[src/rtl/core/ksm_pkg.sv]
`timescale 1ns / 1ps

package ksm_pkg;

  localparam int DATA_W      = 32;
  localparam int COV_W       = 32;
  localparam int COV_FRAC    = 30;
  localparam int CFG_INDEX_W = 8;
  localparam int K_W         = COV_FRAC + 1;
  localparam int DIV_STEPS   = K_W;
  localparam int CNT_W       = $clog2(DIV_STEPS);
  localparam int MUL_LO_W    = 16;
  localparam int MUL_A_W     = 17;
  localparam int PROD_W      = MUL_A_W + K_W;
  localparam int ACC_W       = 63;
  localparam int STEP_W      = 4;

  localparam logic [CFG_INDEX_W-1:0] REG_PROCESS_NOISE     = CFG_INDEX_W'(0);
  localparam logic [CFG_INDEX_W-1:0] REG_MEASUREMENT_NOISE = CFG_INDEX_W'(1);

  localparam logic [COV_W-1:0] PROCESS_NOISE_RESET     = 32'd10737;
  localparam logic [COV_W-1:0] MEASUREMENT_NOISE_RESET = 32'd10737418;
  localparam logic [COV_W-1:0] COV_ONE                 = 32'h4000_0000;
  localparam logic [K_W-1:0]   K_ONE                   = 31'h4000_0000;

  typedef enum logic [3:0] {
    OP_NOP,
    OP_PRED,
    OP_DEN,
    OP_DIV,
    OP_DIFF,
    OP_MUL_X_LO,
    OP_MUL_X_HI,
    OP_UPD_X,
    OP_MUL_P_LO,
    OP_MUL_P_HI,
    OP_UPD_P
  } op_t;

  typedef enum logic [2:0] {
    BR_NEXT,
    BR_WAIT_IN,
    BR_LOOP,
    BR_WAIT_OUT,
    BR_JUMP
  } br_t;

  typedef struct packed {
    op_t               op;
    br_t               br;
    logic [STEP_W-1:0] target;
  } ucode_t;

  typedef struct packed {
    logic div_more;
  } dp_stat_t;

  localparam logic [STEP_W-1:0] STEP_IDLE = 4'd0;
  localparam logic [STEP_W-1:0] STEP_LAST = 4'd10;

  // Microprogram: one control word per step.
  function automatic ucode_t ucode_rom(input logic [STEP_W-1:0] step);
    ucode_t uc;
    uc = '{op: OP_NOP, br: BR_JUMP, target: STEP_IDLE};
    case (step)
      4'd0:  uc = '{op: OP_NOP,      br: BR_WAIT_IN,  target: STEP_IDLE};
      4'd1:  uc = '{op: OP_PRED,     br: BR_NEXT,     target: STEP_IDLE};
      4'd2:  uc = '{op: OP_DEN,      br: BR_NEXT,     target: STEP_IDLE};
      4'd3:  uc = '{op: OP_DIV,      br: BR_LOOP,     target: STEP_IDLE};
      4'd4:  uc = '{op: OP_DIFF,     br: BR_NEXT,     target: STEP_IDLE};
      4'd5:  uc = '{op: OP_MUL_X_LO, br: BR_NEXT,     target: STEP_IDLE};
      4'd6:  uc = '{op: OP_MUL_X_HI, br: BR_NEXT,     target: STEP_IDLE};
      4'd7:  uc = '{op: OP_UPD_X,    br: BR_WAIT_OUT, target: STEP_IDLE};
      4'd8:  uc = '{op: OP_MUL_P_LO, br: BR_NEXT,     target: STEP_IDLE};
      4'd9:  uc = '{op: OP_MUL_P_HI, br: BR_NEXT,     target: STEP_IDLE};
      4'd10: uc = '{op: OP_UPD_P,    br: BR_JUMP,     target: STEP_IDLE};
      default: uc = '{op: OP_NOP,    br: BR_JUMP,     target: STEP_IDLE};
    endcase
    return uc;
  endfunction

endpackage

[src/rtl/core/ksm_in_if.sv]
`timescale 1ns / 1ps

interface ksm_in_if import ksm_pkg::*; ();
  logic                     valid;
  logic                     ready;
  logic signed [DATA_W-1:0] sample;

  modport source (output valid, output sample, input ready);
  modport sink (input valid, input sample, output ready);
endinterface

[src/rtl/core/ksm_out_if.sv]
`timescale 1ns / 1ps

interface ksm_out_if import ksm_pkg::*; ();
  logic                     valid;
  logic                     ready;
  logic signed [DATA_W-1:0] filtered;

  modport source (output valid, output filtered, input ready);
  modport sink (input valid, input filtered, output ready);
endinterface

[src/rtl/core/ksm_cfg_if.sv]
`timescale 1ns / 1ps

interface ksm_cfg_if import ksm_pkg::*; ();
  logic                   valid;
  logic                   ready;
  logic [CFG_INDEX_W-1:0] index;
  logic [COV_W-1:0]       data;

  modport source (output valid, output index, output data, input ready);
  modport sink (input valid, input index, input data, output ready);
endinterface

[src/rtl/core/ksm_datapath.sv]
`timescale 1ns / 1ps

module ksm_datapath import ksm_pkg::*; (
  input  logic                     clk,
  input  logic                     rst,
  input  op_t                      op,
  input  logic                     load,
  input  logic signed [DATA_W-1:0] sample,
  input  logic [COV_W-1:0]         process_noise,
  input  logic [COV_W-1:0]         measurement_noise,
  output dp_stat_t                 stat,
  output logic signed [DATA_W-1:0] estimate_next
);

  localparam logic signed [DATA_W+2:0] NX_MAX = 35'sd2147483647;
  localparam logic signed [DATA_W+2:0] NX_MIN = -35'sd2147483648;
  localparam logic [ACC_W-1:0]         ROUND_HALF = ACC_W'(1) << (COV_FRAC - 1);

  logic signed [DATA_W-1:0] z;
  logic signed [DATA_W-1:0] x;
  logic [COV_W-1:0]         p;
  logic [COV_W-1:0]         pp;
  logic [COV_W-1:0]         den;
  logic                     zero_den;
  logic [COV_W:0]           rem;
  logic [K_W-1:0]           quot;
  logic [CNT_W-1:0]         cnt;
  logic [K_W-1:0]           k;
  logic [DATA_W:0]          mag;
  logic                     neg;
  logic [ACC_W-1:0]         acc;

  logic [COV_W:0]           pp_sum;
  logic [COV_W-1:0]         pp_sat;
  logic [COV_W:0]           den_sum;
  logic [COV_W-1:0]         den_sat;
  logic [COV_W:0]           div_sh;
  logic                     div_ge;
  logic [COV_W:0]           div_rem;
  logic [DATA_W:0]          diff;
  logic [MUL_A_W-1:0]       mul_a;
  logic [K_W-1:0]           mul_b;
  logic [PROD_W-1:0]        prod;
  logic [ACC_W-1:0]         round_sum;
  logic [DATA_W:0]          q;
  logic signed [DATA_W+2:0] nx_wide;

  // Saturating predict and denominator sums.
  assign pp_sum  = {1'b0, p} + {1'b0, process_noise};
  assign pp_sat  = pp_sum[COV_W] ? '1 : pp_sum[COV_W-1:0];
  assign den_sum = {1'b0, pp} + {1'b0, measurement_noise};
  assign den_sat = den_sum[COV_W] ? '1 : den_sum[COV_W-1:0];

  // Restoring division, one quotient bit per step; the first step takes no shift.
  assign div_sh  = (cnt == CNT_W'(DIV_STEPS - 1)) ? rem : {rem[COV_W-1:0], 1'b0};
  assign div_ge  = div_sh >= {1'b0, den};
  assign div_rem = div_ge ? div_sh - {1'b0, den} : div_sh;

  assign diff = {z[DATA_W-1], z} - {x[DATA_W-1], x};

  // Shared multiplier, operands picked by the step.
  always_comb begin
    mul_a = '0;
    mul_b = '0;
    case (op)
      OP_MUL_X_LO: begin
        mul_a = {1'b0, mag[MUL_LO_W-1:0]};
        mul_b = k;
      end
      OP_MUL_X_HI: begin
        mul_a = mag[DATA_W:MUL_LO_W];
        mul_b = k;
      end
      OP_MUL_P_LO: begin
        mul_a = {1'b0, pp[MUL_LO_W-1:0]};
        mul_b = K_ONE - k;
      end
      OP_MUL_P_HI: begin
        mul_a = {1'b0, pp[COV_W-1:MUL_LO_W]};
        mul_b = K_ONE - k;
      end
      default: begin
        mul_a = '0;
        mul_b = '0;
      end
    endcase
  end

  assign prod = PROD_W'(mul_a) * PROD_W'(mul_b);

  assign round_sum = acc + ROUND_HALF;
  assign q         = round_sum[ACC_W-1:COV_FRAC];

  always_comb begin
    if (neg) begin
      nx_wide = $signed({{3{x[DATA_W-1]}}, x}) - $signed({2'b00, q});
    end else begin
      nx_wide = $signed({{3{x[DATA_W-1]}}, x}) + $signed({2'b00, q});
    end
    if (nx_wide > NX_MAX) begin
      estimate_next = NX_MAX[DATA_W-1:0];
    end else if (nx_wide < NX_MIN) begin
      estimate_next = NX_MIN[DATA_W-1:0];
    end else begin
      estimate_next = nx_wide[DATA_W-1:0];
    end
  end

  assign stat.div_more = (cnt != '0);

  always_ff @(posedge clk) begin
    if (rst) begin
      x   <= '0;
      p   <= COV_ONE;
      cnt <= '0;
    end else begin
      case (op)
        OP_DEN: cnt <= CNT_W'(DIV_STEPS - 1);
        OP_DIV: begin
          if (cnt != '0) begin
            cnt <= cnt - CNT_W'(1);
          end
        end
        OP_UPD_X: x <= estimate_next;
        OP_UPD_P: p <= round_sum[COV_FRAC+COV_W-1:COV_FRAC];
        default: begin
        end
      endcase
    end
  end

  always_ff @(posedge clk) begin
    if (load) begin
      z <= sample;
    end
    case (op)
      OP_PRED: pp <= pp_sat;
      OP_DEN: begin
        den      <= den_sat;
        zero_den <= (den_sat == '0);
        rem      <= {1'b0, pp};
        quot     <= '0;
      end
      OP_DIV: begin
        rem  <= div_rem;
        quot <= {quot[K_W-2:0], div_ge};
      end
      OP_DIFF: begin
        k   <= zero_den ? '0 : quot;
        neg <= diff[DATA_W];
        mag <= diff[DATA_W] ? -diff : diff;
      end
      OP_MUL_X_LO, OP_MUL_P_LO: acc <= ACC_W'(prod);
      OP_MUL_X_HI, OP_MUL_P_HI: acc <= acc + (ACC_W'(prod) << MUL_LO_W);
      default: begin
      end
    endcase
  end

  a_gain_bounded: assert property (@(posedge clk) disable iff (rst)
    (op == OP_DIFF && !zero_den) |-> quot <= K_ONE)
    else $error("gain above one");

  a_zero_den_gain: assert property (@(posedge clk) disable iff (rst)
    (op == OP_DIFF && zero_den) |=> k == '0)
    else $error("gain not cleared on zero denominator");

  a_div_count_bounded: assert property (@(posedge clk) disable iff (rst)
    cnt <= CNT_W'(DIV_STEPS - 1))
    else $error("divider step count out of range");

endmodule

[src/rtl/core/scalar_kalman_smoother.sv]
`timescale 1ns / 1ps

// One-dimensional Kalman filter for a constant state. Each sample beat on
// meas (signed Q16.16) yields exactly one beat on est carrying the updated
// estimate, in order. Q and R are written through cfg at index 0 and 1 as
// unsigned Q2.30; writes to any other index are dropped. Write them only
// while the filter is idle. After reset the estimate is 0 and the covariance
// is 1.0. A new sample is taken only in the idle step; the result is offered
// once the estimate update is registered. The 31-step restoring divider that
// forms the gain, one quotient bit per cycle, takes most of each sample's
// time; the rest are single steps of the microprogram. A finished result
// waits in the output register while the next sample is taken in; the filter
// stalls only when a second result is ready before the first one has left.
module scalar_kalman_smoother import ksm_pkg::*; (
  input logic      clk,
  input logic      rst,
  ksm_in_if.sink   meas,
  ksm_out_if.source est,
  ksm_cfg_if.sink  cfg
);

  logic [STEP_W-1:0]        step;
  logic [STEP_W-1:0]        step_next;
  ucode_t                   uc;
  op_t                      op_eff;
  logic                     stall;
  logic                     accept;
  dp_stat_t                 stat;
  logic signed [DATA_W-1:0] estimate_next;
  logic [COV_W-1:0]         process_noise;
  logic [COV_W-1:0]         measurement_noise;

  // Fetch the control word for the current step.
  assign uc = ucode_rom(step);

  // Hold the estimate update while the previous result still waits.
  assign stall  = (uc.br == BR_WAIT_OUT) && est.valid && !est.ready;
  assign op_eff = stall ? OP_NOP : uc.op;

  assign meas.ready = (step == STEP_IDLE);
  assign accept     = meas.valid && meas.ready;
  assign cfg.ready  = 1'b1;

  // Sequencer: advance, wait, loop or jump as the control word says.
  always_comb begin
    case (uc.br)
      BR_NEXT:     step_next = step + STEP_W'(1);
      BR_WAIT_IN:  step_next = accept ? step + STEP_W'(1) : step;
      BR_LOOP:     step_next = stat.div_more ? step : step + STEP_W'(1);
      BR_WAIT_OUT: step_next = stall ? step : step + STEP_W'(1);
      BR_JUMP:     step_next = uc.target;
      default:     step_next = STEP_IDLE;
    endcase
  end

  always_ff @(posedge clk) begin
    if (rst) begin
      step <= STEP_IDLE;
    end else begin
      step <= step_next;
    end
  end

  // Configuration registers.
  always_ff @(posedge clk) begin
    if (rst) begin
      process_noise     <= PROCESS_NOISE_RESET;
      measurement_noise <= MEASUREMENT_NOISE_RESET;
    end else if (cfg.valid && cfg.ready) begin
      case (cfg.index)
        REG_PROCESS_NOISE:     process_noise     <= cfg.data;
        REG_MEASUREMENT_NOISE: measurement_noise <= cfg.data;
        default: begin
        end
      endcase
    end
  end

  ksm_datapath u_datapath (
    .clk               (clk),
    .rst               (rst),
    .op                (op_eff),
    .load              (accept),
    .sample            (meas.sample),
    .process_noise     (process_noise),
    .measurement_noise (measurement_noise),
    .stat              (stat),
    .estimate_next     (estimate_next)
  );

  // Output register: load on the estimate update, drop once the beat is taken.
  always_ff @(posedge clk) begin
    if (rst) begin
      est.valid <= 1'b0;
    end else if (op_eff == OP_UPD_X) begin
      est.valid <= 1'b1;
    end else if (est.ready) begin
      est.valid <= 1'b0;
    end
  end

  always_ff @(posedge clk) begin
    if (op_eff == OP_UPD_X) begin
      est.filtered <= estimate_next;
    end
  end

  a_result_from_update: assert property (@(posedge clk) disable iff (rst)
    $rose(est.valid) |-> $past(op_eff == OP_UPD_X))
    else $error("result raised outside the estimate update");

  a_step_in_program: assert property (@(posedge clk) disable iff (rst)
    step <= STEP_LAST)
    else $error("step counter left the program");

  a_busy_after_accept: assert property (@(posedge clk) disable iff (rst)
    accept |=> !meas.ready)
    else $error("sample taken while busy");

endmodule

[src/flat_wrapper.sv]
// flat-port wrapper written by rule: the top's interface ports become plain ports
module scalar_kalman_smoother_flat import ksm_pkg::*;
  (clk, rst, meas_valid, meas_sample, meas_ready, est_valid, est_filtered, est_ready, cfg_valid, cfg_index, cfg_data, cfg_ready);
  ksm_in_if meas_i ();
  ksm_out_if est_i ();
  ksm_cfg_if cfg_i ();
  input logic clk;
  input logic rst;
  input wire logic [$bits(meas_i.valid)-1:0] meas_valid;
  input wire logic [$bits(meas_i.sample)-1:0] meas_sample;
  output wire logic [$bits(meas_i.ready)-1:0] meas_ready;
  output wire logic [$bits(est_i.valid)-1:0] est_valid;
  output wire logic [$bits(est_i.filtered)-1:0] est_filtered;
  input wire logic [$bits(est_i.ready)-1:0] est_ready;
  input wire logic [$bits(cfg_i.valid)-1:0] cfg_valid;
  input wire logic [$bits(cfg_i.index)-1:0] cfg_index;
  input wire logic [$bits(cfg_i.data)-1:0] cfg_data;
  output wire logic [$bits(cfg_i.ready)-1:0] cfg_ready;
  assign meas_i.valid = meas_valid;
  assign meas_i.sample = meas_sample;
  assign meas_ready = meas_i.ready;
  assign est_valid = est_i.valid;
  assign est_filtered = est_i.filtered;
  assign est_i.ready = est_ready;
  assign cfg_i.valid = cfg_valid;
  assign cfg_i.index = cfg_index;
  assign cfg_i.data = cfg_data;
  assign cfg_ready = cfg_i.ready;
  scalar_kalman_smoother u_core (.clk(clk), .rst(rst), .meas(meas_i), .est(est_i), .cfg(cfg_i));
endmodule
[config.mk]
export PLATFORM = sky130hd
export DESIGN_NAME = scalar_kalman_smoother_flat
export DESIGN_NICKNAME = d
export VERILOG_FILES = /design/src/rtl/core/ksm_pkg.sv /design/src/rtl/core/ksm_in_if.sv /design/src/rtl/core/ksm_out_if.sv /design/src/rtl/core/ksm_cfg_if.sv /design/src/rtl/core/ksm_datapath.sv /design/src/rtl/core/scalar_kalman_smoother.sv /design/src/flat_wrapper.sv
export SDC_FILE = /design/constraint.sdc
export NUM_CORES = 2
export LEC_CHECK = 0
export BUFFER_PORTS_ARGS = -buffer_cell sky130_fd_sc_hd__buf_2
export CORE_MARGIN = 1
export CORE_UTILIZATION = 60
export CTS_CLUSTER_DIAMETER = 150
export DETAILED_ROUTE_END_ITERATION = 6
export GPL_TIMING_DRIVEN = 0
export MAX_ROUTING_LAYER = met4
export PLACE_DENSITY = 0.86
export SLEW_MARGIN = 25
export SYNTH_ARGS = -nofsm -noshare
export SYNTH_HDL_FRONTEND = slang
export SYNTH_SLANG_ARGS = --single-unit
[constraint.sdc]
create_clock -name clk -period 21.3 [get_ports clk]
set_input_delay 1.065 -clock clk [delete_from_list [all_inputs] [get_ports clk]]
set_output_delay 1.065 -clock clk [all_outputs]
set_load 0.005 [all_outputs]
-- Word level (Yosys, flattened, before mapping)
Memories as Yosys holds them, arrays and structs flattened. A register that Yosys moved wholly into a read port is not among the register bits.
Index checks and enable logic that the tools add are counted.
- register bits: 459
- ROM bits: 112
- input port bits: 77
- output and inout port bits: 35
- memories: 1
- add/subtract/negate cells: 12
- multiply operators: 1
- $lt $le $gt $ge: 3
- equality and inequality tests: 20
- muxes and demuxes: 23
- reductions and logical operators: 20
- memory list (memory ; depth ; width ; rd ports ; clocked after memory_dff ; wr ports ; RTL line ; RTL):
    (name not given) ; 16 ; 7 ; 1 ; 1 ; 0 ; ksm_pkg.sv:65 ; case (step)
- operators with widths (cell ; number):
    32-bit 2-to-1 mux ; 4
    63-bit one-hot mux with 2 select lines ; 1
    31-bit one-hot mux with 2 select lines ; 2
    17-bit one-hot mux with 4 select lines ; 1
    32-bit by 32-bit adder with 33-bit output ; 2
    33-bit 2-to-1 mux ; 2
    33-bit one-hot mux with 2 select lines ; 1
    63-bit by 30-bit adder with 63-bit output (second input constant) ; 1
    63-bit adder ; 1
    17-bit by 31-bit multiplier with 48-bit output ; 1
    32-bit by 34-bit adder with 35-bit output ; 1
    35-bit by 32-bit greater-than comparator with 1-bit output (second input constant) ; 1
    35-bit by 32-bit < comparator with 1-bit output (second input constant) ; 1
    35-bit 2-to-1 mux ; 1
    32-bit by 34-bit subtractor with 35-bit output ; 1
    33-bit by 32-bit >= comparator with 1-bit output ; 1
    33-bit negator ; 1
    32-bit by 32-bit subtractor with 33-bit output ; 1
    33-bit by 32-bit subtractor with 33-bit output ; 1
    32-bit zero test ; 1
    31-bit subtractor (first input constant) ; 1
    4-bit 2-to-1 mux ; 6
    4-bit one-hot mux with 5 select lines ; 1
    4-bit by 3-bit equality test with 1-bit output (second input constant) ; 4
    other kinds (25) ; 41

-- Depth between registers and ports, before layout
- word-level depth: 10
- depth in mapped cells: 46
- mapped depth without buffers: 44

-- Hierarchy
From an unflattened synthesis, not the netlist that was laid out.
- cells, all modules: 5399
- area, all modules: 47260.3 um^2
- modules (own cells, without submodules) (module ; instances ; cells an instance ; area each (um^2)):
    ksm_datapath ; 1 ; 5019 ; 43471.7
    scalar_kalman_smoother ; 1 ; 380 ; 3788.6

-- Least setup slack after synthesis
No wires, ideal clock.
- path kind: input to register
- from: input est_ready
- to: register u_core.u_datapath.acc[60] (data pin)
- library setup time: 0.266 ns
- data arrival time: 10.996 ns
- data required time: 21.034 ns
- path slack: 10.038 ns
- cell stages on the path: 43
- buffers on the path: 4
- cells stage by stage: nor4bb_1 > nand2_1 > nand3b_1 > or2_2 > clkbuf_1 > clkbuf_1 > buf_1 > nand2_1 > nand2_1 > clkbuf_1 > nor2_1 > fa_1 > fa_1 > inv_1 > fa_1 > inv_1 > fa_1 > fa_1 > [7 not listed] > a21oi_1 > o211ai_1 > a31oi_1 > o21ai_0 > o41a_1 > a21oi_1 > xnor2_1 > ha_1 > a21oi_1 > o21ai_0 > a21o_1 > a21o_1 > a221oi_1 > a21boi_0 > o21a_1 > o21a_1 > mux2i_1 > nand4_1
- word-level cells in the longest chain between the ends: 9
- ends and longest elaborated chain (what ; RTL line ; RTL):
    start, declared ; flat_wrapper.sv:14 ; input wire logic [$bits(est_i.ready)-1:0] est_ready;
    1-bit zero test (*) ; scalar_kalman_smoother.sv:37 ; assign stall = (uc.br == BR_WAIT_OUT) && est.valid && !est.ready;
    1-bit logical AND (*) ; scalar_kalman_smoother.sv:37 ;
    4-bit 2-to-1 mux (*) ; scalar_kalman_smoother.sv:38 ; assign op_eff = stall ? OP_NOP : uc.op;
    4-bit equality test or 4-bit by 3-bit equality test with 1-bit output (tied branches) ; ksm_datapath.sv:65, ksm_datapath.sv:136 ;
    2-bit OR reduction (no source line) ; -- ;
    31-bit one-hot mux with 2 select lines ; ksm_datapath.sv:65 ; case (op)
    17-bit by 31-bit multiplier with 48-bit output ; ksm_datapath.sv:89 ; assign prod = PROD_W'(mul_a) * PROD_W'(mul_b);
    63-bit adder ; ksm_datapath.sv:154 ; OP_MUL_X_HI, OP_MUL_P_HI: acc <= acc + (ACC_W'(prod) << MUL_LO_W);
    63-bit one-hot mux with 2 select lines (*) ; ksm_datapath.sv:136 ; case (op)
    end signal, assigned ; ksm_datapath.sv:153 ; OP_MUL_X_LO, OP_MUL_P_LO: acc <= ACC_W'(prod);
    end signal, assigned ; ksm_datapath.sv:154 ;
    end, declared ; ksm_datapath.sv:31 ; logic [ACC_W-1:0] acc;
Every way passes the cells marked *; elsewhere a longest branch is shown, timed or not.
A chain may end at the register's enable or synchronous reset.

-- Worst setup path after layout
Ends and elaborated chain as after synthesis.

==> reports/summary.md <==
## STA
- **worst clock skew** 33.3 ps
- **setup repair after global routing missed its margin** no
- **number of setup violations in the final report** 0
- **final critical-path share of the clock period** 59.7%
- **total negative setup slack** 0 ps
- **Max Freq** 78.6 MHz
- **Pins Over Slew Limit** 0
- **Worst-Margin Slew** 1120 ps
- **endpoints failing hold** 0
- **min Tclk post-route** 12,720 ps
- **worst slew slack as a fraction of its limit** 25.0%

## Finish
- **Non-Filler Cell Area, Final** 51,600 sq um
- **commonest cells after routing, fill and taps aside** nand2_1, inv_1, fa_1
- **most common cell after layout, fill and taps aside** nand2_1
- **number of filler instances in the final layout** 6,286
- **multi-input gate area in the final layout** 32,300 sq um
- **net count of the finished layout** 6,569
- **proportion of layout cells with a drive suffix above 1** 5.81%
- **combined flip-flop and latch cell area** 12,100 sq um
- **layout-stage area growth over the synthesis result** 8.03%

## Clocking
- **clock network latency to the later pin of the worst-skew pair** 630 ps
- **# resized after CTS** 0
- **Max H-tree Level** 2
- **clock tree from TritonCTS** yes
- **Max Root-Sink Buffers** 3
- **clock-pin slew on the worst setup and hold paths** 60 ps
- **post-CTS setup buffer count** 0
- **number of buffers created by CTS** 49
- **CTS Hold Buffers Added** 0
- **buffer cell driving the clock tree root** clkbuf_16
- **count of clock tree sinks** 450

## Critical path
- **Largest stage delay, worst path** 600 ps
- **capturing element type of the critical path** flop
- **required time worst endpoint** 21,650 ps
- **most numerous cell on the critical path** fa_1
- **Critical Path Slowest Stage Cell** buf_1
- **source of the critical timing path** est_ready
- **Max FO, Critical Path** 10
- **Critical Path AT** 13,070 ps
- **length in cells of the worst reg-to-reg path** 42
- **worst reg-to-reg setup slack** 8690 ps
- **Setup crit end** u_core.u_datapath.acc[60]
- **kind of launch point of the worst setup path** primary input
- **Crit Path Category** in -> reg
- **Reg-to-Reg End** u_core.u_datapath.acc[60]
- **reg-to-reg startpoint** u_core.est.valid

## Drt
- **DRC Markers** 8
- **Detailed Routing Iterations Pass 1** 7
- **violation count after the first detailed-route iteration** 4,983
- **via count** 42,000
- **DRT antenna net count** 0
- **detailed-route wire length** 149,000 um
- **via density per instance** 6.18
- **Avg WL per Cell** 21.8 um

## Status
- **violated checks** design-rule violations
- **status** complete, but fails checks

## Logic synthesis
- **synthesized netlist net count** 6,392
- **post-synthesis cell type count** 105
- **Post-synth top flop** edfxtp_1
- **count of synthesis-stage warnings from yosys** 0
- **share of async-settable or async-resettable flops after synthesis** 0%
- **number of instances in the synthesized netlist** 5,535
- **EDFF count, synth** 305
- **flip-flop and latch count after synthesis** 450
- **netlist area before placement** 47,800 sq um
- **Synth Area per Inst** 8.63 sq um
- **fraction of the yosys area taken by sequential cells** 25.2%

## GRT
- **global-route usage over all layers** 37.6%
- **via count of the first global-routing pass** 41,000
- **maximum number of pins on one net before global-route repair** 48
- **number of antenna violations at the first check in global routing** 2
- **global route total overflow** 0
- **wire length of the first global-routing pass** 229,000 um

## Power
- **power per cell area** 57.5 nW/um^2
- **largest vdd supply drop** 0.0633 mV
- **Leak** 22.9 nW

## Placed design
- **input/output buffers** 109
- **placed wire-length estimate after detailed placement** 120,000 um
- **Cell Area, Placed** 50,000 sq um
- **routability-driven placement congestion ratio** 1.08

## Floorplanning
- **starting density of the core** 60.6%
- **width of the die** 284 um
- **area of the die** 80,800 sq um
- **Die H** 284 um
- **I/O Pins** 112
- **row cnt** 103
- **core box area** 78,900 sq um

## Run
- **Max Cap Violations** 0

## Worst hold path
- **class of the tightest hold or removal check** reg -> reg

==> critical path: cells and delay by family <==
kind	cells	cell delay, ps
AOI/OAI and AO/OA	16	4140
adders and majority gates	8	3920
buffers and inverters	8	1620
and+or+nand+nor	9	1570
xor gates and xnor gates	1	540
muxes	1	170
==> registers in the layout, indices dropped and copies added (netlist names), 32 cells and up <==
signal / cells
u_core.measurement_noise: 32
u_core.u_datapath.z: 32
u_core.u_datapath.acc: 47
u_core.u_datapath.mag: 33
u_core.est.filtered: 32
u_core.u_datapath.x: 32
u_core.u_datapath.den: 32
u_core.u_datapath.pp: 32
u_core.process_noise: 32
u_core.u_datapath.p: 32
u_core.u_datapath.rem: 33
==> stage by stage <==
stage | power, mW | utilization [%] | hold slack [ps] | cells | setup WS, ps
5_1_grt | 3.09 | 65.5 | 485 | 6804 | 8190
6_report | 2.97 | 65.5 | 468 | 6804 | 8580
4_1_cts | 2.94 | 65.4 | 467 | 6803 | 9000
3_3_place_gp | 2.03 | 62.9 | 451 | 6694 | 7110
3_5_place_dp | 2.07 | 63.3 | 455 | 6711 | 8470
2_1_floorplan | 1.79 | - | 440 | 5535 | 10040
==> kinds of logic after synthesis <==
| logic type | share of synthesized area (%) |
|---|---|
| muxes | 0.969 |
| adders and majority gates | 27.3 |
| DFF | 25.2 |
| and+or+nand+nor | 18.4 |
| buffers and inverters | 7.41 |
| xor gates and xnor gates | 5.73 |
| other | 0.00785 |
| AOI/OAI and AO/OA | 14.9 |
==> per-layer routing <==
layer / share of wire (%) / global-route usage [%] / wire length [um] / vias up
li1: - / - / - / 18900
met1: 38 / 47.6 / 56900 / 20000
met2: 44 / 56.1 / 65000 / 2497
met3: 11 / 8.02 / 16500 / 586
met4: 6.8 / 21.1 / 10100 / 0
met5: 0 / - / 0 / -
==> area by class of cell <==
| cell class | count | area share (%) |
|---|---|---|
| diodes | 1 | 0.00485 |
| plain buffers | 220 | 1.76 |
| clock buffers | 66 | 2.68 |
| clock inverters | 26 | 0.548 |
| inverters | 702 | 5.10 |
| multi-input cells | 4163 | 62.5 |
| flip-flops and latches | 450 | 23.4 |
| well taps | 1050 | 2.54 |
| repair buffers | 126 | 1.48 |
==> worst min-delay path by stage <==
stage / end / depth (start not counted) / start
6_report: u_core.measurement_noise[7] / 2 / u_core.measurement_noise[7]
5_1_grt: u_core.measurement_noise[11] / 2 / u_core.measurement_noise[11]
4_1_cts: u_core.measurement_noise[7] / 2 / u_core.measurement_noise[7]
3_5_place_dp: u_core.process_noise[30] / 2 / u_core.process_noise[30]
3_3_place_gp: u_core.process_noise[31] / 2 / u_core.process_noise[31]
2_1_floorplan: u_core.measurement_noise[0] / 2 / u_core.measurement_noise[0]
==> where the power goes <==
part / switching [mW] / internal (mW) / total, mW
Clock: 0.394 / 0.492 / 0.886
Sequential: 0.0779 / 1.06 / 1.14
Combinational: 0.598 / 0.345 / 0.943
Total: 1.07 / 1.90 / 2.97
==> synthesized netlist by cell type, types with 19 or more instances <==
cell / count / share of area, %
xnor2_1: 179 / 3.3
nor3_1: 76 / 0.80
a311oi_1: 30 / 0.55
and2_1: 123 / 1.6
mux2i_1: 35 / 0.73
o21ai_0: 236 / 2.5
fa_1: 440 / 18
inv_1: 700 / 5.5
a21o_1: 119 / 1.9
nand4_1: 34 / 0.45
a31oi_1: 47 / 0.62
edfxtp_1: 305 / 19
ha_1: 340 / 8.9
a211oi_1: 60 / 0.94
nand2b_1: 34 / 0.45
nand3_1: 91 / 0.95
o211ai_1: 22 / 0.35
o21a_1: 38 / 0.60
or3_1: 31 / 0.41
xor2_1: 129 / 2.4
o21bai_1: 32 / 0.50
and3_1: 44 / 0.58
clkbuf_1: 179 / 1.4
dfxtp_1: 145 / 6.1
o31ai_1: 29 / 0.46
a21oi_1: 292 / 3.1
nor2_1: 402 / 3.2
nand2_1: 930 / 7.3
nor2b_1: 61 / 0.80
buf_2: 19 / 0.20
No activity file was read; power rests on OpenSTA's default activity.
